## src/design/assert_macros.svh

```systemverilog
// ---------------------------------------------------------------------------
// Assertion macros
// Shared concurrent assertion wrappers; empty when SYNTHESIS is defined.
// ---------------------------------------------------------------------------
`ifndef ASSERT_MACROS_SVH
`define ASSERT_MACROS_SVH

`ifndef SYNTHESIS
// antecedent implies consequent in the same cycle
`define EPSO_ASSERT_IMP(lbl, clk, rstn, ante, cons) \
    lbl: assert property (@(posedge clk) disable iff (!rstn) (ante) |-> (cons)) \
        else $error("assertion failed");
// antecedent implies consequent in the next cycle
`define EPSO_ASSERT_NXT(lbl, clk, rstn, ante, cons) \
    lbl: assert property (@(posedge clk) disable iff (!rstn) (ante) |=> (cons)) \
        else $error("assertion failed");
`else
`define EPSO_ASSERT_IMP(lbl, clk, rstn, ante, cons)
`define EPSO_ASSERT_NXT(lbl, clk, rstn, ante, cons)
`endif

`endif

```

## src/design/epso_pkg.sv

```systemverilog
// ---------------------------------------------------------------------------
// epso_pkg
// Types, constants and the 2^x table of the pitch pulse/slope oscillator.
// ---------------------------------------------------------------------------
`timescale 1ns / 1ps

package epso_pkg;

    localparam int PHASE_BITS   = 32;
    localparam int EXP_ENTRIES  = 256;
    localparam int EXP_IDX_BITS = 8;
    localparam int FRAC_BITS    = 11;   // 2048 units per volt (octave)
    localparam int OCT_BIAS     = 38;   // 30 + 8 octaves below center

    localparam int DIV_N_BITS   = 32;
    localparam int DIV_D_BITS   = 17;
    localparam int DIV_Q_BITS   = 20;
    localparam int DIV_CNT_BITS = 5;

    localparam logic [30:0] C4_RESET     = 31'd23409863;
    localparam logic [15:0] Q16_HALF     = 16'd32768;
    localparam logic [PHASE_BITS-1:0] HALF_CYCLE = {1'b1, {(PHASE_BITS-1){1'b0}}};
    localparam logic signed [14:0] OUT_HIGH = 15'sd10240;
    localparam logic signed [14:0] OUT_LOW  = -15'sd10240;
    localparam logic [14:0] OUT_SWING   = 15'd10240;
    localparam logic [14:0] SLOPE_SPAN  = 15'd20480;
    localparam logic [16:0] CYCLE_Q16   = 17'd65536;
    // x/5 = (x * RECIP5) >> 22, exact for x below 2^22
    localparam logic [19:0] RECIP5        = 20'd838861;
    localparam int          RECIP5_SHIFT  = 22;
    // x/25 = (x * RECIP25) >> 26, exact for x below 6.1e6
    localparam logic [21:0] RECIP25       = 22'd2684355;
    localparam int          RECIP25_SHIFT = 26;
    localparam int PW_SHIFT = 13;
    localparam int FM_SHIFT = 14;

    typedef logic [31:0] exp_entry_t;
    typedef exp_entry_t exp_tab_t [0:EXP_ENTRIES];

    function automatic logic [63:0] isqrt64(input logic [63:0] x);
        logic [63:0] r;
        logic [63:0] b;
        logic [63:0] rem;
        rem = x;
        r   = '0;
        b   = 64'd1 << 62;
        for (int j = 0; j < 32; j++)
        begin
            if (rem >= r + b)
            begin
                rem = rem - (r + b);
                r   = (r >> 1) + b;
            end
            else
            begin
                r = r >> 1;
            end
            b = b >> 2;
        end
        return r;
    endfunction

    // Q2.30 values of 2^(i/EXP_ENTRIES) from chained square roots of two
    function automatic exp_tab_t build_exp_tab();
        exp_tab_t    t;
        logic [63:0] roots [0:15];
        logic [63:0] v;
        logic [63:0] x;
        roots[0] = isqrt64(64'd1 << 61);
        for (int k = 1; k < 16; k++)
        begin
            roots[k] = isqrt64(roots[k-1] << 30);
        end
        for (int i = 0; i < EXP_ENTRIES; i++)
        begin
            x = (64'(i) << 16) / EXP_ENTRIES;
            v = 64'd1 << 30;
            for (int k = 0; k < 16; k++)
            begin
                if (x[15-k])
                begin
                    v = (v * roots[k]) >> 30;
                end
            end
            t[i] = v[31:0];
        end
        t[EXP_ENTRIES] = 32'h8000_0000;
        return t;
    endfunction

    localparam exp_tab_t EXP_TAB = build_exp_tab();

    typedef enum logic [2:0] {
        CFG_PITCH_OFFSET    = 3'd0,
        CFG_FM_GAIN         = 3'd1,
        CFG_FOLLOW_MODE     = 3'd2,
        CFG_DURATION_OFFSET = 3'd3,
        CFG_RATIO_BASE      = 3'd4,
        CFG_WIDTH_BASE      = 3'd5,
        CFG_C4_INCREMENT    = 3'd6
    } cfg_idx_t;

    typedef enum logic [3:0] {
        OP_NONE  = 4'd0,
        OP_LOAD  = 4'd1,
        OP_MUL   = 4'd2,
        OP_PITCH = 4'd3,
        OP_EXP   = 4'd4,
        OP_MANT  = 4'd5,
        OP_CMUL  = 4'd6,
        OP_PHASE = 4'd7,
        OP_DGO   = 4'd8,
        OP_DUSE  = 4'd9,
        OP_OUT   = 4'd10
    } op_t;

    typedef enum logic {
        DS_SPITCH = 1'b0,
        DS_SLOPE  = 1'b1
    } div_sel_t;

    typedef struct packed {
        op_t      op;
        logic     osc;    // 0: main oscillator, 1: slope oscillator
        div_sel_t dsel;
    } cmd_t;

    typedef struct packed {
        logic div_done;
        logic out_free;
    } sts_t;

endpackage

```

## src/design/epso_ctrl.sv

```systemverilog
// ---------------------------------------------------------------------------
// epso_ctrl
// Sequencer: steps the datapath through one tick's work.
// ---------------------------------------------------------------------------
`timescale 1ns / 1ps

module epso_ctrl
    import epso_pkg::*;
(
    input  logic clk,
    input  logic rst_n,
    input  logic in_valid,
    output logic in_stall,
    output cmd_t cmd,
    input  sts_t sts
);

    typedef enum logic [10:0] {
        ST_IDLE  = 11'b000_0000_0001,
        ST_MUL   = 11'b000_0000_0010,
        ST_PITCH = 11'b000_0000_0100,
        ST_EXP   = 11'b000_0000_1000,
        ST_MANT  = 11'b000_0001_0000,
        ST_CMUL  = 11'b000_0010_0000,
        ST_PHASE = 11'b000_0100_0000,
        ST_DGO   = 11'b000_1000_0000,
        ST_DWAIT = 11'b001_0000_0000,
        ST_DUSE  = 11'b010_0000_0000,
        ST_OUT   = 11'b100_0000_0000
    } state_t;

    state_t   state_reg, state_next;
    logic     osc_reg, osc_next;
    div_sel_t dsel_reg, dsel_next;
    op_t      op;

    always_comb
    begin
        state_next = state_reg;
        osc_next   = osc_reg;
        dsel_next  = dsel_reg;
        op         = OP_NONE;
        case (state_reg)
            ST_IDLE:
            begin
                osc_next = 1'b0;
                if (in_valid)
                begin
                    op         = OP_LOAD;
                    state_next = ST_MUL;
                end
            end
            ST_MUL:
            begin
                op         = OP_MUL;
                state_next = ST_PITCH;
            end
            ST_PITCH:
            begin
                op         = OP_PITCH;
                state_next = ST_EXP;
            end
            ST_EXP:
            begin
                op         = OP_EXP;
                state_next = ST_MANT;
            end
            ST_MANT:
            begin
                op         = OP_MANT;
                state_next = ST_CMUL;
            end
            ST_CMUL:
            begin
                op         = OP_CMUL;
                state_next = ST_PHASE;
            end
            ST_PHASE:
            begin
                op         = OP_PHASE;
                dsel_next  = osc_reg ? DS_SLOPE : DS_SPITCH;
                state_next = ST_DGO;
            end
            ST_DGO:
            begin
                op         = OP_DGO;
                state_next = ST_DWAIT;
            end
            ST_DWAIT:
            begin
                if (sts.div_done)
                begin
                    state_next = ST_DUSE;
                end
            end
            ST_DUSE:
            begin
                op = OP_DUSE;
                case (dsel_reg)
                    DS_SPITCH:
                    begin
                        osc_next   = 1'b1;
                        state_next = ST_EXP;
                    end
                    default:
                    begin
                        state_next = ST_OUT;
                    end
                endcase
            end
            ST_OUT:
            begin
                if (sts.out_free)
                begin
                    op         = OP_OUT;
                    state_next = ST_IDLE;
                end
            end
            default:
            begin
                state_next = ST_IDLE;
            end
        endcase
    end

    always_ff @(posedge clk or negedge rst_n)
    begin
        if (!rst_n)
        begin
            state_reg <= ST_IDLE;
            osc_reg   <= 1'b0;
            dsel_reg  <= DS_SPITCH;
        end
        else
        begin
            state_reg <= state_next;
            osc_reg   <= osc_next;
            dsel_reg  <= dsel_next;
        end
    end

    assign in_stall = (state_reg != ST_IDLE);
    assign cmd.op   = op;
    assign cmd.osc  = osc_reg;
    assign cmd.dsel = dsel_reg;

endmodule

```

## config.mk

```make
export PLATFORM = sky130hd
export DESIGN_NAME = epso_ctrl
export DESIGN_NICKNAME = d
export VERILOG_FILES = /design/src/design/assert_macros.svh /design/src/design/epso_pkg.sv /design/src/design/epso_ctrl.sv
export SDC_FILE = /design/constraint.sdc
export NUM_CORES = 1
export LEC_CHECK = 0
export ABC_AREA = 1
export BUFFER_PORTS_ARGS = -buffer_cell sky130_fd_sc_hd__buf_4
export CAP_MARGIN = 10
export CORE_MARGIN = 2
export CORE_UTILIZATION = 53
export DETAILED_ROUTE_END_ITERATION = 6
export GPL_TIMING_DRIVEN = 1
export PLACE_DENSITY = 0.87
export SYNTH_ARGS = -nofsm -noshare
export SYNTH_HDL_FRONTEND = slang
export SYNTH_SLANG_ARGS = --single-unit
```

## constraint.sdc

```tcl
create_clock -name clk -period 1.66 [get_ports clk]
set_clock_uncertainty 0.1 [all_clocks]
set_input_delay 0.166 -clock clk [delete_from_list [all_inputs] [get_ports clk]]
set_output_delay 0.166 -clock clk [all_outputs]
set_load 0.01 [all_outputs]
```

---- After elaboration in Yosys (flattened, before gate mapping) ----
Cells that the tools add are included.
word-level totals
  bits in registers ....................... 13
  output and inout bits ................... 7
  word-level logic and storage cells ...... 33
operators by class
  equal/unequal tests ..................... 16
  mux-type cells .......................... 11
  reductions and logical operators ........ 3
operators by type and width
  cell                                                                       count
  11-bit case mux with 11 select lines                                       1
  11-bit two-way mux                                                         4
  4-bit case mux with 10 select lines                                        1
  11-bit by 1-bit == test with 1-bit output (second input constant)          1
  11-bit by 10-bit == test with 1-bit output (second input constant)         1
  11-bit == test (second input constant)                                     1
  11-bit by 2-bit == test with 1-bit output (second input constant)          1
  11-bit by 3-bit == test with 1-bit output (second input constant)          1
  11-bit by 4-bit == test with 1-bit output (second input constant)          1
  11-bit by 5-bit == test with 1-bit output (second input constant)          1
  11-bit by 6-bit == test with 1-bit output (second input constant)          1
  11-bit by 7-bit == test with 1-bit output (second input constant)          1
  11-bit by 8-bit == test with 1-bit output (second input constant)          1
  11-bit by 9-bit == test with 1-bit output (second input constant)          1
  11-bit by 1-bit inequality test with 1-bit output (second input constant)  1
  2-bit inequality test (second input constant)                              4
  4-bit two-way mux                                                          1
  1-bit two-way mux                                                          3
  3-bit AND reduction                                                        1
  1-bit case mux with 2 select lines                                         1
  2-bit AND reduction                                                        1
  2-bit nonzero test                                                         1

---- Logic depth before layout (Yosys ltp) ----
Gate-level depths: netlist (run 1).
  depth in word-level cells ............... 3
  depth in mapped cells ................... 8

---- Least setup slack after synthesis (run 1) ----
Ideal clock, no wire load.
  kind .................................... reg2out
  from .................................... register state_reg[0]
  to ...................................... output port cmd[2] in the netlist's numbering
  setup slack ............................. 0.279 ns
  buffers on the path ..................... 0
  stages on the path, launching flop included .. 7
  data required time ...................... 1.394 ns
  data arrival time ....................... 1.115 ns
  cell sequence ........................... dfstp_2 inv_1 nor3_2 nand2_4 inv_1 a21oi_1 nand2_1
RTL lines
  element                 RTL line          source
  start, declared         epso_ctrl.sv:32   state_t state_reg, state_next;
  start signal, assigned  epso_ctrl.sv:136  state_reg <= state_next;
  end, declared           epso_ctrl.sv:14   output cmd_t cmd,

==> impl_metrics.yaml, run 1 <==
synthesis:
  synthTopCellsByArea: "dfrtp_1, inv_1, nand2_1"
  synth_top_area_share_pct: 38.5
  synth_area_sq_um: 781
  synth_cells: 101
  yosysTopAreaCell: "dfrtp_1"
  yosys_warnings: 0
  seq_area_frac_synth_pct: 41.8
  syn_nets: 106
  avgSynthCellArea_sq_um: 7.73
  ys_types: 21
  ys_seq_elements: 13
die:
  die_x_microns: 42.4
  start_util_pct: 58.5
  die_y_microns: 42.4
  die-area_sq_um: 1800
  core_sq_um: 1330
  ioPinCount: 12
  rows: 13
drt:
  drt-initial-drc-count: 58
  wl_microns: 2510
  ant_nets: 0
  post_drt_wl_per_cell_microns: 17.4
  firstDrtPassIters: 4
  drc: 0
  via_per_inst: 5.84
  vias: 841
grt:
  grt_usage_pct: 27.2
  grt_max_degree: 14
  grt_pass1_vias: 765
  grt_pass1_wl_microns: 3550
  grt_antenna_before_repair: 0
  gr-total-overflow: 0
timing:
  slew_violations: 0
  timing.final.ws_setup_ns: -0.225
  tightest_slew_ns: 0.412
  hold_viol: 0
  tns_ns: -1.06
  rsz0062_at_grt: "yes"
  setup_viol: 8
  fin_crit_sh_pct: 114
  post-route-min-period_ns: 1.89
  fmax_mhz: 530
  max_slew_margin_pct: 72.3
clock_tree:
  cts_made_buffers: 3
  cts_sinks: 13
  root_buffer: "clkbuf_4"
  cts_buffer_depth: 2
  clock_latency_ns: 0.28
  cts_htree_levels: 1
  cts_tree: "built"
  clk_pin_slew_worst_paths_ns: 0.08
setup_path:
  reg2reg_to: "state_reg[1]"
  cp_max_fo: 4
  cp_top_family: "simple AND/OR/NAND/NOR gates"
  worstPathRequired_ns: 1.39
  path_depth: 8
  start_kind: "register"
  worstSetupPathType: "reg -> out"
  rr_worst_depth: 10
  cp-endpoint: "cmd[2]"
  crit_arrival_ns: 1.62
  end_kind: "output port"
  crit_path_start: "state_reg[9]"
  cpPeakStageDelay_ns: 0.43
  r2r-start: "state_reg[9]"
  r2r_setup_slack_ns: -0.09
  crit_slowest_cell: "dfrtp_1"
  worstPathCellList: "inv_2 > nand3_4 > nor2_4 > nand2_2 > nand3_2 > a21oi_2 > nand2_1 > buf_6"
  crit_buf_inv: 2
finish:
  ff_latch_area_sq_um: 328
  diodes: 0
  multiInputGateArea_sq_um: 423
  fillers: 89
  num-nets-final: 135
  area_delta_synth_final_pct: 38.3
  final_cell_count_no_fill: 144
  largest_register_ffs: 11
  drive_gt1_share_pct: 49.6
run:
  maxCapViolCount: 0
status:
  status: "finished, violations left"
  failed_checks: "negative setup slack"
power_and_ir_drop:
  vdd_drop_max_v: 0.00124
  p_leak_nw: 0.604
  power_density_nw_per_um2: 1370
placement:
  placed_cells: 125
  post-dp-hpwl_microns: 1210
  gp_congestion: 0.886
  port_buffers: 11
min_path:
  min-delay-start: "in_valid"
  hold_class: "in -> reg"
-- cell usage after synthesis --
library cell  number
nor2_2             5
nor3_2             1
nand4_1            1
nor3_1             6
dfstp_2            1
nand2_2            3
buf_4              2
nor2_4             4
o21ai_2            1
inv_1             21
nor4_1             1
nand3_1            6
a21oi_1            1
nor2_1             8
nand3_2            2
nand2_1           19
nand2_4            1
nand3b_1           2
and2_1             1
o21ai_0            3
dfrtp_1           12
-- how the worst min path moves through the flow --
stage	to	cells after the start
after floorplan	dsel_reg	0
after global placement	dsel_reg	1
after detailed placement	state_reg[7]	1
after CTS	state_reg[0]	4
after global routing	state_reg[0]	4
final	state_reg[0]	4
-- where the power goes --
| group | total (mW) | internal (mW) | switching [mW] | leakage (nW) |
|---|---|---|---|---|
| sequential | 0.409 | 0.368 | 0.0408 | 0.175 |
| clock | 0.203 | 0.0935 | 0.109 | 0.0150 |
| combinational | 0.864 | 0.383 | 0.481 | 0.413 |
-- cell families after synthesis --
| group | after synthesis | share of synthesized area (%) |
|---|---|---|
| AOI/OAI and AO/OA | 5 | 3.68 |
| buffers and inverters | 23 | 12.0 |
| and+or+nand+nor | 60 | 42.5 |
| DFF | 13 | 41.8 |
-- placed cells by master, fill, tap and decap left out, types with 2 or more instances in the layout --
cell	instances
buf_4	23
buf_6	2
clkbuf_4	3
dfrtp_1	11
inv_1	15
inv_2	6
nand2_1	12
nand2_2	9
nand2_4	2
nand3_1	5
nand3_2	2
nand3b_1	2
nor2_1	7
nor2_2	4
nor2_4	6
nor3_1	5
o21ai_0	3
-- cell type report --
type                    instances  share of cell area (%)
inverters                      21                    7.30
well taps                      15                    1.74
repair buffers                 26                    19.0
clock buffers                   4                    2.43
flip-flops and latches         13                    30.4
multi-input cells              65                    39.2
-- through the flow --
stage	util, %	cell area (sq um)	hold slack [ns]	worst slack [ns]	total power, mW
after floorplan	-	781	-0.230	0.279	0.778
after global placement	65.0	867	-0.0846	0.151	0.905
after detailed placement	65.0	867	-0.0782	0.106	0.921
after CTS	77.5	1030	0.0152	-0.105	1.38
after global routing	81.0	1080	0.0344	-0.266	1.53
final	81.0	1080	0.0254	-0.225	1.48
-- worst min-delay path, delay by kind of cell --
family | cells | cell delay, ns
buffers and inverters | 2 | 0.16
AND/OR/NAND/NOR | 2 | 0.09
-- metal layers --
layer / vias up / track usage, % / wire length, microns
li1: 368 / - / -
met1: 403 / 33.5 / 947
met2: 53 / 44.0 / 1260
met3: 17 / 6.03 / 192
met4: 0 / 14.4 / 111
met5: - / 0 / 0
-- repair_timing --
action                     4_1_cts  5_1_grt
pin swaps                       13        9
buffers inserted                10        4
hold buffers                     1        0
setup endpoints to repair        4        8
hold endpoints to repair        13        0
gates resized for setup         19        6
Note: power is estimated with default switching activity, not from simulation.
==> inputs of run 2 (changes only) <==
- RECOVER_POWER: default -> 25
==> run 2 against run 1 <==
Effect of this change:
- the run still ends with negative setup slack left
- combinational power about the same
- sequential power about the same
- global-route usage is the same
- largest power group unchanged
- highest routed layer unchanged
==> impl_metrics.yaml, run 2 (synthesis gave the netlist of run 1 again) <==
setup_path:
  crit_arrival_ns: 1.62
  start_kind: "register"
  cp_max_fo: 4
  rr_worst_depth: 10
  r2r-start: "state_reg[9]"
  reg2reg_to: "state_reg[1]"
  end_kind: "output port"
  worstPathRequired_ns: 1.39
  worstSetupPathType: "reg -> out"
  r2r_setup_slack_ns: -0.09
min_path:
  hold_class: "in -> reg"
  holdPathEnd: "state_reg[0]"
  hold_depth: 4
  min-delay-start: "in_valid"
run:
  maxCapViolCount: 0
grt:
  grt_pass1_wl_microns: 3550
  grt_usage_pct: 27.2
  grt_max_degree: 14
  grt_antenna_before_repair: 0
  grt_pass1_vias: 765
  gr-total-overflow: 0
die:
  ioPinCount: 12
  die_y_microns: 42.4
  rows: 13
  die_x_microns: 42.4
  core_sq_um: 1330
  start_util_pct: 58.5
  die-area_sq_um: 1800
placement:
  gp_congestion: 0.886
  post-dp-hpwl_microns: 1210
  pre_cts_slack_ns: 0.106
  port_buffers: 11
timing:
  timing.final.ws_setup_ns: -0.225
  fmax_mhz: 531
  hold_viol: 0
  max_slew_margin_pct: 52.7
  setup_viol: 8
  tightest_slew_ns: 0.709
  rsz0062_at_grt: "yes"
  slew_violations: 0
  post-route-min-period_ns: 1.88
  fin_crit_sh_pct: 114
finish:
  final_cell_mix: "buf_4, inv_1, nand2_1, dfrtp_1, nand2_2"
  area_delta_synth_final_pct: 37.8
  final_util_pct: 80.7
  diodes: 0
  drive_gt1_share_pct: 48.8
  num-nets-final: 135
  final_common_cell: "buf_4"
  largest_register_ffs: 11
drt:
  drt-initial-drc-count: 58
  firstDrtPassIters: 4
  vias: 842
  drc: 0
  post_drt_wl_per_cell_microns: 17.5
  wl_microns: 2520
  via_per_inst: 5.85
  ant_nets: 0
power_and_ir_drop:
  power_density_nw_per_um2: 1370
  vdd_drop_max_v: 0.00124
  power_mw: 1.47
  p_leak_nw: 0.600
status:
  status: "finished, violations left"
  failed_checks: "negative setup slack"
clock_tree:
  cts_tree: "built"
  cts_made_buffers: 3
  clock_latency_ns: 0.28
  root_buffer: "clkbuf_4"
  cts_sinks: 13
  clk_pin_slew_worst_paths_ns: 0.08
  cts_htree_levels: 1
  cts_buffer_depth: 2
==> run 2: cell types whose count changed in the layout (fill, tap and decap cells not counted), sizes merged <==
cell	change
clkbuf	+1
buf	-1
==> run 2: through the flow <==
stage / cells / setup TNS [ns] / cell area [sq um] / hold slack (ns)
after floorplan: 101 / 0 / 781 / -0.230
after global placement: 125 / 0 / 867 / -0.0846
after detailed placement: 125 / 0 / 867 / -0.0782
after CTS: 140 / -0.245 / 1030 / 0.0152
after global routing: 144 / -1.37 / 1080 / 0.0344
final: 144 / -1.05 / 1080 / 0.0251
==> run 2: cell type report <==
class / count / area [sq um]
clock buffer: 4 / 26.3
timing repair buffer: 26 / 201
fill: 90 / 258
inverter: 21 / 78.8
sequential: 13 / 328
tap: 15 / 18.8
multi-input combinational: 65 / 423
==> run 2: per-layer routing <==
metal	up-vias	track usage [%]	routed length [microns]
met3	15	6.03	166
met5	-	0	0
met4	0	14.4	104
met1	412	33.5	976
li1	368	-	-
met2	47	44.0	1280
==> run 2: worst max path at each step <==
| stage | start | end | slack [ns] | depth (start not counted) |
|---|---|---|---|---|
| after floorplan | state_reg[0] | cmd[2] | 0.28 | 6 |
| after global placement | state_reg[0] | cmd[2] | 0.15 | 8 |
| after detailed placement | state_reg[0] | cmd[2] | 0.11 | 8 |
| after CTS | state_reg[0] | cmd[2] | -0.11 | 8 |
| after global routing | state_reg[9] | cmd[2] | -0.27 | 8 |
| final | state_reg[9] | cmd[2] | -0.22 | 8 |
==> run 2: what timing repair did <==
action / in CTS / in global routing
hold buffers: 1 / 0
hold endpoints to repair: 13 / 0
resized for setup: 19 / 6
endpoints found under the setup margin: 4 / 8
setup buffers: 10 / 4
pin swaps: 13 / 9
==> run 2: power by group <==
part / leakage [nW] / switching [mW] / internal (mW)
sequential: 0.175 / 0.0409 / 0.368
combinational: 0.410 / 0.480 / 0.382
clock: 0.0150 / 0.110 / 0.0935
==> run 2: critical path: stages, from the launching register on <==
cell     delay, ns
dfrtp_1       0.43
inv_2         0.12
nand3_4       0.11
nor2_4        0.23
nand2_2       0.12
nand3_2       0.10
a21oi_2       0.04
nand2_1       0.07
buf_6         0.10
==> inputs of run 3 (changes only) <==
- ABC_AREA: 1 -> default
- CORE_UTILIZATION: 53 -> 54
- PLACE_DENSITY: 0.87 -> 0.88
==> run 3 against run 2 <==
Effect of this change:
- the flow still finishes with violations (negative setup slack)
- fmax is 25% lower
- worst setup slack worse by 0.62 ns
- final area is 29% higher
- cell count is 6.9% higher
- sequential power is 3% lower
- sequential share of layout area is 7.0 points lower
- non-clock buffer count is 25 higher
- area after synthesis is 5.3% higher
- routed wire length is 84% higher
==> impl_metrics.yaml, run 3 <==
synthesis:
  ys_types: 34
  synth_top_area_share_pct: 36.5
  synth_edf_count: 0
  ys.flop_type: "dfrtp_1"
  yosysTopAreaCell: "dfrtp_1"
  seq_area_frac_synth_pct: 39.7
  synthTopCellsByArea: "dfrtp_1, nor4b_1, nor3_1"
  syn_nets: 98
  netlist_top_cells_count: "dfrtp_1, nor2_1, nand2_1, nor3_1"
  yosys_warnings: 0
  synth.most_common_cell: "dfrtp_1"
  ys_seq_elements: 13
  synthArstFlopShare_pct: 100
  avgSynthCellArea_sq_um: 8.84
  synth_area_sq_um: 822
  synth_cells: 93
clock_tree:
  cts_buffer_depth: 2
  clock_latency_ns: 0.31
  cts_made_buffers: 3
  cts_htree_levels: 1
  cts_tree: "built"
  clk_pin_slew_worst_paths_ns: 0.11
  root_buffer: "clkbuf_4"
  cts_sinks: 13
drt:
  firstDrtPassIters: 5
  ant_nets: 0
  wl_microns: 4640
  post_drt_wl_per_cell_microns: 30.1
  drc: 0
  drt-initial-drc-count: 191
  vias: 1205
  via_per_inst: 7.82
grt:
  grt_usage_pct: 38.7
  gr-total-overflow: 0
  grt_antenna_before_repair: 0
  grt_pass1_wl_microns: 5090
  grt_max_degree: 14
  grt_pass1_vias: 1007
status:
  failed_checks: "negative setup slack"
  status: "finished, violations left"
timing:
  hold_viol: 0
  fmax_mhz: 399
  slew_violations: 0
  hold_ws_ns: 0.0682
  timing.final.ws_setup_ns: -0.849
  tns_ns: -7.31
  post-route-min-period_ns: 2.51
  tightest_slew_ns: 0.770
  setup_viol: 16
  rsz0062_at_grt: "yes"
  max_slew_margin_pct: 48.7
  fin_crit_sh_pct: 151
power_and_ir_drop:
  power_density_nw_per_um2: 1260
  power_mw: 1.75
  p_leak_nw: 0.640
  vdd_drop_max_v: 0.000898
finish:
  final_util_pct: 94.5
  final_common_cell: "buf_4"
  drive_gt1_share_pct: 59.4
  num-nets-final: 144
  largest_register_ffs: 11
  area_delta_synth_final_pct: 69.1
  fillers: 40
  diodes: 0
  final_cell_mix: "buf_4, dfrtp_1, nor2_1, buf_6"
  final_cell_count_no_fill: 154
setup_path:
  crit_arrival_ns: 2.24
  crit_path_start: "state_reg[7]"
  r2r_setup_slack_ns: -0.61
  start_kind: "register"
  worstSetupPathType: "reg -> out"
  r2r-start: "state_reg[7]"
  worstPathRequired_ns: 1.39
  end_kind: "output port"
  cp_max_fo: 4
min_path:
  hold_class: "in -> reg"
  min-delay-start: "sts[1]"
placement:
  port_buffers: 11
  gp_congestion: 0.899
  placed_cells: 135
  post-dp-hpwl_microns: 1690
die:
  die-area_sq_um: 1850
  die_y_microns: 43.0
  die_x_microns: 43.0
  ioPinCount: 12
  start_util_pct: 55.9
  rows: 14
  core_sq_um: 1470
run:
  maxCapViolCount: 0
## run 3: per-layer routing
| layer | vias up | wire length [microns] | track usage (%) |
|---|---|---|---|
| met5 | - | 0 | 0 |
| met4 | 0 | 542 | 19.4 |
| met3 | 78 | 653 | 8.09 |
| met2 | 159 | 1920 | 63.0 |
| met1 | 534 | 1530 | 48.1 |
| li1 | 434 | - | - |
## run 3: critical path, cell delays in order, from the launching register on
cell and delay (ns):
dfrtp_1 0.46, or4_4 0.53, buf_12 0.15, nor3_4 0.21, nand4_2 0.20, o211ai_1 0.19, buf_4 0.19
## run 3: cells by family (layout without fill, tap and decap cells)
group | Yosys count | count (layout) | share of synthesized area (%)
AOI/OAI and AO/OA | 14 | 14 | 11.4
xor gates and xnor gates | 3 | 3 | 3.20
buffers and inverters | 16 | 61 | 9.28
DFF | 13 | 13 | 39.7
muxes | 1 | 1 | 1.83
and+or+nand+nor | 46 | 46 | 34.6
## run 3: timing repair
item / 4_1_cts / 5_1_grt
gates resized for setup: 18 / 17
endpoints found under the setup margin: 13 / 16
hold buffers: 2 / 0
pin swaps: 9 / 4
setup buffers: 10 / 6
endpoints found under the hold margin: 14 / 0
## run 3: final timing paths
path,end,depth (start not counted)
max in group asynchronous,state_reg[5],2
min in group asynchronous,state_reg[7],2
worst min register to register,dsel_reg,1
worst max-delay path,cmd[2],6
worst min-delay path,state_reg[9],3
worst max register to register,dsel_reg,6
## run 3: cell type report
class	instances	area, sq um	area share, %
clock buffers	4	26.3	1.89
inverters	6	22.5	1.62
flip-flops and latches	13	327	23.5
multi-input cells	64	568	40.9
repair buffers	51	427	30.7
well taps	16	20.0	1.44
## run 3: per-stage QoR
step	worst slack, ns	instance area (sq um)
6_report	-0.849	1390
5_1_grt	-0.840	1390
4_1_cts	-0.586	1280
3_5_place_dp	-0.350	1070
3_3_place_gp	-0.323	1070
2_1_floorplan	-0.280	835
## run 3: power by group
part,internal [mW],leakage [nW],switching [mW]
Combinational,0.549,0.449,0.572
Clock,0.0938,0.0150,0.134
Sequential,0.360,0.177,0.0374
Total,1.00,0.640,0.744
